**src/hdl/mibe_pkg.sv**
```systemverilog
package mibe_pkg;

  localparam int unsigned WordBitsDef = 64;
  localparam int unsigned CfgIdxBits  = 1;

  typedef enum logic [CfgIdxBits-1:0] {
    REG_MODULUS = 1'b0,
    REG_NINV    = 1'b1
  } cfg_reg_e;

  // datapath operations
  typedef enum logic [3:0] {
    OP_NONE,
    OP_LOAD,
    OP_MUL_Q,
    OP_MUL_QM,
    OP_REDC_FIN,
    OP_SUB_MOD,
    OP_EUC_INIT,
    OP_EUC_STEP,
    OP_FIX_U,
    OP_MUL_QV,
    OP_MUL_QVM,
    OP_VAR_FIN,
    OP_FAIL
  } dp_op_e;

  typedef enum logic [4:0] {
    ST_IDLE,
    ST_LOAD,
    ST_CHECK,
    ST_C_MQ,
    ST_C_MQM,
    ST_C_FIN,
    ST_C_SUB,
    ST_C_CHK,
    ST_E_INIT,
    ST_E_STEP,
    ST_E_END,
    ST_F_MQ,
    ST_F_MQM,
    ST_F_FIN,
    ST_V_CHK,
    ST_V_MQ,
    ST_V_MQM,
    ST_V_FIN,
    ST_FAIL,
    ST_OUT
  } ctl_state_e;

  typedef struct packed {
    dp_op_e op;
  } dp_cmd_t;

  typedef struct packed {
    logic in_range;
    logic y_bad;
    logic euc_done;
    logic gcd_one;
    logic t_ge_w;
    logic mul_last;
    logic conv_pass;
  } dp_status_t;

endpackage

```
**src/hdl/mibe_ctrl.sv**
```systemverilog
module mibe_ctrl
  import mibe_pkg::*;
(
  input  logic       clk_i,
  input  logic       rst_ni,
  input  logic       in_valid_i,
  output logic       in_ready_o,
  output logic       out_valid_o,
  input  logic       out_ready_i,
  input  dp_status_t status_i,
  output dp_cmd_t    cmd_o
);

  ctl_state_e state_q, state_d;
  logic       pass_q, pass_d;

  always_ff @(posedge clk_i or negedge rst_ni) begin
    if (!rst_ni) begin
      state_q <= ST_IDLE;
      pass_q  <= 1'b0;
    end else begin
      state_q <= state_d;
      pass_q  <= pass_d;
    end
  end

  // next state
  always_comb begin
    state_d = state_q;
    pass_d  = pass_q;
    unique case (state_q)
      ST_IDLE:  if (in_valid_i) state_d = ST_LOAD;
      ST_LOAD:  state_d = ST_CHECK;
      ST_CHECK: begin
        pass_d = 1'b0;
        if (!status_i.in_range) state_d = ST_FAIL;
        else if (status_i.conv_pass) state_d = ST_C_MQ;
        else state_d = ST_E_INIT;
      end
      ST_C_MQ:  if (status_i.mul_last) state_d = ST_C_MQM;
      ST_C_MQM: if (status_i.mul_last) state_d = ST_C_FIN;
      ST_C_FIN: state_d = ST_C_SUB;
      ST_C_SUB: begin
        pass_d  = ~pass_q;
        state_d = pass_q ? ST_C_CHK : ST_C_MQ;
      end
      ST_C_CHK:  state_d = status_i.y_bad ? ST_FAIL : ST_E_INIT;
      ST_E_INIT: state_d = ST_E_STEP;
      ST_E_STEP: state_d = status_i.euc_done ? ST_E_END : ST_E_STEP;
      ST_E_END:  state_d = status_i.gcd_one ? ST_F_MQ : ST_FAIL;
      ST_F_MQ: begin
        if (!status_i.t_ge_w) state_d = ST_V_CHK;
        else if (status_i.mul_last) state_d = ST_F_MQM;
      end
      ST_F_MQM:  if (status_i.mul_last) state_d = ST_F_FIN;
      ST_F_FIN:  state_d = ST_F_MQ;
      ST_V_CHK:  state_d = ST_V_MQ;
      ST_V_MQ:   if (status_i.mul_last) state_d = ST_V_MQM;
      ST_V_MQM:  if (status_i.mul_last) state_d = ST_V_FIN;
      ST_V_FIN:  state_d = ST_OUT;
      ST_FAIL:   state_d = ST_OUT;
      ST_OUT:    if (out_ready_i) state_d = ST_IDLE;
      default:   state_d = ST_IDLE;
    endcase
  end

  // command outputs
  always_comb begin
    cmd_o.op    = OP_NONE;
    in_ready_o  = 1'b0;
    out_valid_o = 1'b0;
    unique case (state_q)
      ST_IDLE:   begin in_ready_o = 1'b1; if (in_valid_i) cmd_o.op = OP_LOAD; end
      ST_C_MQ:   cmd_o.op = OP_MUL_Q;
      ST_C_MQM:  cmd_o.op = OP_MUL_QM;
      ST_C_FIN:  cmd_o.op = OP_REDC_FIN;
      ST_C_SUB:  cmd_o.op = OP_SUB_MOD;
      ST_E_INIT: cmd_o.op = OP_EUC_INIT;
      ST_E_STEP: if (!status_i.euc_done) cmd_o.op = OP_EUC_STEP;
      ST_E_END:  if (status_i.gcd_one) cmd_o.op = OP_FIX_U;
      ST_F_MQ:   if (status_i.t_ge_w) cmd_o.op = OP_MUL_Q;
      ST_F_MQM:  cmd_o.op = OP_MUL_QM;
      ST_F_FIN:  cmd_o.op = OP_REDC_FIN;
      ST_V_MQ:   cmd_o.op = OP_MUL_QV;
      ST_V_MQM:  cmd_o.op = OP_MUL_QVM;
      ST_V_FIN:  cmd_o.op = OP_VAR_FIN;
      ST_FAIL:   cmd_o.op = OP_FAIL;
      ST_OUT:    out_valid_o = 1'b1;
      default: ;
    endcase
  end

  // handshake sanity
  a_ready_idle: assert property (@(posedge clk_i) disable iff (!rst_ni)
    in_ready_o |-> state_q == ST_IDLE) else $error("ready outside idle");
  a_out_hold: assert property (@(posedge clk_i) disable iff (!rst_ni)
    out_valid_o && !out_ready_i |=> out_valid_o) else $error("result dropped");
  a_excl: assert property (@(posedge clk_i) disable iff (!rst_ni)
    !(in_ready_o && out_valid_o)) else $error("both sides open");

endmodule

```
**config.mk**
```make
export PLATFORM = sky130hd
export DESIGN_NAME = mibe_ctrl
export DESIGN_NICKNAME = d
export VERILOG_FILES = /design/src/hdl/mibe_pkg.sv /design/src/hdl/mibe_ctrl.sv
export SDC_FILE = /design/constraint.sdc
export NUM_CORES = 1
export LEC_CHECK = 0
export CORE_MARGIN = 4
export CORE_UTILIZATION = 35
export DETAILED_ROUTE_END_ITERATION = 6
export DONT_BUFFER_PORTS = 1
export GPL_ROUTABILITY_DRIVEN = 0
export GPL_TIMING_DRIVEN = 1
export HOLD_SLACK_MARGIN = 0.1
export MAX_ROUTING_LAYER = met4
export PLACE_DENSITY = 0.52
export SLEW_MARGIN = 20
export SYNTH_ARGS = -nofsm -noshare
export SYNTH_HDL_FRONTEND = slang
export SYNTH_SLANG_ARGS = --single-unit
```
**constraint.sdc**
```tcl
create_clock -name clk_i -period 1.92 [get_ports clk_i]
set_clock_uncertainty 0.15 [all_clocks]
set_input_delay 0.096 -clock clk_i [delete_from_list [all_inputs] [get_ports clk_i]]
set_output_delay 0.096 -clock clk_i [all_outputs]
set_load 0.01 [all_outputs]
```
==> flow_summary.yaml <==
run_status:
  status: "finished clean"
grt:
  grt_max_degree: 21
  grt_pass1_vias: 817
  gr-total-overflow: 0
  grt_usage: 0.195
  antenna_found_initial: 0
  grt_pass1_wl_um: 3960
clocking:
  cts_tree: "done"
  ctsRootBufferMaster: "clkbuf_4"
  worstSkewPairLatency_ps: 240
  clkSlewWorstSetupHoldPaths_ps: 40
  cts.sinks: 6
  cts_buffers: 3
  cts_buffer_depth: 2
  htree_num_levels: 1
setup_path:
  path_max_fanout: 3
  startpoint_type: "register"
  reg2reg_depth: 5
  endpoint_kind: "register"
  worstPathRequired_ps: 1890
  critPathArrivalTime_ps: 1890
  path_class: "reg2reg"
worst_hold_path:
  worstHoldPathType: "in2reg"
  worstHoldPathCells: 3
final_layout:
  fin_nets: 143
  finalNonFillerCells: 157
  area_growth_pct: 32.0
  drive_gt1_frac: 0.238
  diodes: 0
route:
  antenna_left: 0
  finalWirelength_um: 2460
  via_per_inst: 5.88
  wl_per_cell_um: 15.6
  vias: 923
  drt_iter0_markers: 25
  first_pass_iters: 4
  drcViolationCount: 0
synthesis:
  ys_top_cells_by_area: "dfrtp_1, nor3_1, nor2_1"
  synthCells: 114
  syn_area_per_cell_um2: 6.70
  yosys_warnings: 0
  synth_top_area_cell: "dfrtp_1"
  synth_nets: 125
  synth.distinct_cells: 36
  synth_top_area_share: 0.197
  synth_area_um2: 763
  ys_ff_latch: 6
  ys_seq_area_frac: 0.197
timing:
  hold_ws_ps: 114
  fmaxAchievable_ghz: 0.521
  fin_crit_ps: 1920
  rsz0062_at_grt: "true"
  final.period_utilization: 1.00
  hold_violations: 0
  slew_violations: 0
  finalSetupViolCount: 0
  setup_ws_ps: 0.585
  tightest_slew_ps: 442
  relSlewSlack: 0.703
floorplanning:
  die_w_um: 54.7
  die_h_um: 54.7
  rows: 16
  ios: 17
  core_um2: 2020
  die_area_um2: 2990
  start_util: 0.377
place:
  dpl.cell_count: 148
  dp_hpwl_um: 1770
  io_buffers: 0
  post-place-ws_ps: -14.8
power_and_ir_drop:
  total_power_w: 0.00187
  p_per_area_nw_per_um2: 1860
  ir_drop_v: 0.000866
  p_leak_nw: 0.407
flow_run:
  max_cap_violations: 0
[through the flow]
| stage | cell area (µm²) | utilization | setup TNS (ps) |
|---|---|---|---|
| finish | 1010 | 0.498 | 0 |
| floorplan | 763 | - | -12.8 |
| global route | 1010 | 0.498 | -99.0 |
| CTS | 975 | 0.482 | 0 |
| detailed placement | 881 | 0.436 | -26.8 |
| global placement | 881 | 0.436 | 0 |
[worst paths after layout]
kind | startpoint | to | slack, ps
setup / recovery | state_q[2] | state_q[4] | 0.6
min in group asynchronous | rst_ni | state_q[0] | 540
hold reg to reg | pass_q | pass_q | 370
hold / removal | out_ready_i | state_q[2] | 110
setup reg to reg | state_q[2] | state_q[4] | 0.6
max in group asynchronous | rst_ni | state_q[4] | 860
[sequential cells by signal, summed over array words and instances (netlist names)]
| signal | cells |
|---|---|
| state_q | 5 |
| pass_q | 1 |
[logic make-up (layout without fill, tap and decap cells)]
group	Yosys count	count (layout)	share of synthesized area
AOI/OAI and AO/OA	42	42	0.352
buffers and inverters	16	32	0.0820
DFF	6	6	0.197
muxes	3	3	0.0525
and+or+nand+nor	47	47	0.316
[per-layer routing]
layer / vias to the layer above / share of wire / track usage
li1: 455 / - / -
met1: 436 / 0.44 / 0.272
met2: 30 / 0.49 / 0.276
met3: 2 / 0.070 / 0.0436
met4: 0 / 0.0049 / 0.0622
met5: - / 0 / -
[placed cells by master (no fill, tap or decap), types with 5 or more instances in the layout]
master and count:
a21oi_1 9, buf_4 15, dfrtp_1 6, dlygate4sd3_1 5
inv_1 5, nand2_1 7, nand2b_1 6, nor2_1 13
nor3_1 10, o21ai_0 6, o21ai_1 5
[synthesized netlist by cell type]
cell and number:
o32a_2 1, a31o_1 1, and2_1 1, nand2b_1 6, buf_2 2, o22ai_1 6, mux2i_1 1, nand2b_4 1
o41ai_1 1, inv_1 5, nand2_1 7, o32a_1 2, nor2_1 13, or4_1 1, a2bb2oi_1 1, dfrtp_1 6
nand3_1 1, or3_1 1, a31oi_1 3, o21ai_0 6, o21ai_1 5, clkbuf_1 4, or2b_1 1, nor3_1 11
a22oi_1 1, o22a_1 1, or2_1 1, o211ai_1 2, a21oi_1 9, mux2_4 2, nor2b_1 2, o32ai_1 1
nand4b_1 1, inv_2 2, o31ai_1 2, buf_1 3
[cell type report]
class	instances	area, µm²
timing repair buffer	22	185
fill	199	1010
multi-input combinational	92	589
sequential	6	150
inverter	7	26.3
clock buffer	3	22.5
tap	27	33.8
[critical path, cell delays in order (launching register included)]
cell and delay (ps):
dfrtp_1 370, or2_1 240, or4_4 430, o32a_4 220
nand2b_4 100, mux2_4 300
[repair_timing]
item                                    in CTS  in global routing
gates resized for setup                      3                  5
endpoints found under the hold margin        9                  0
buffers inserted                             0                  1
endpoints found under the setup margin       3                  5
hold buffers                                 5                  0
pin swaps                                    1                  1
[report_power, final]
part	internal [W]	leakage, nW	switching [W]	total (W)
Sequential	0.000186	0.0768	0.0000404	0.000227
Combinational	0.000695	0.317	0.000838	0.00153
Clock	0.0000706	0.0138	0.0000443	0.000115
Note: power is estimated with default switching activity, not from simulation.
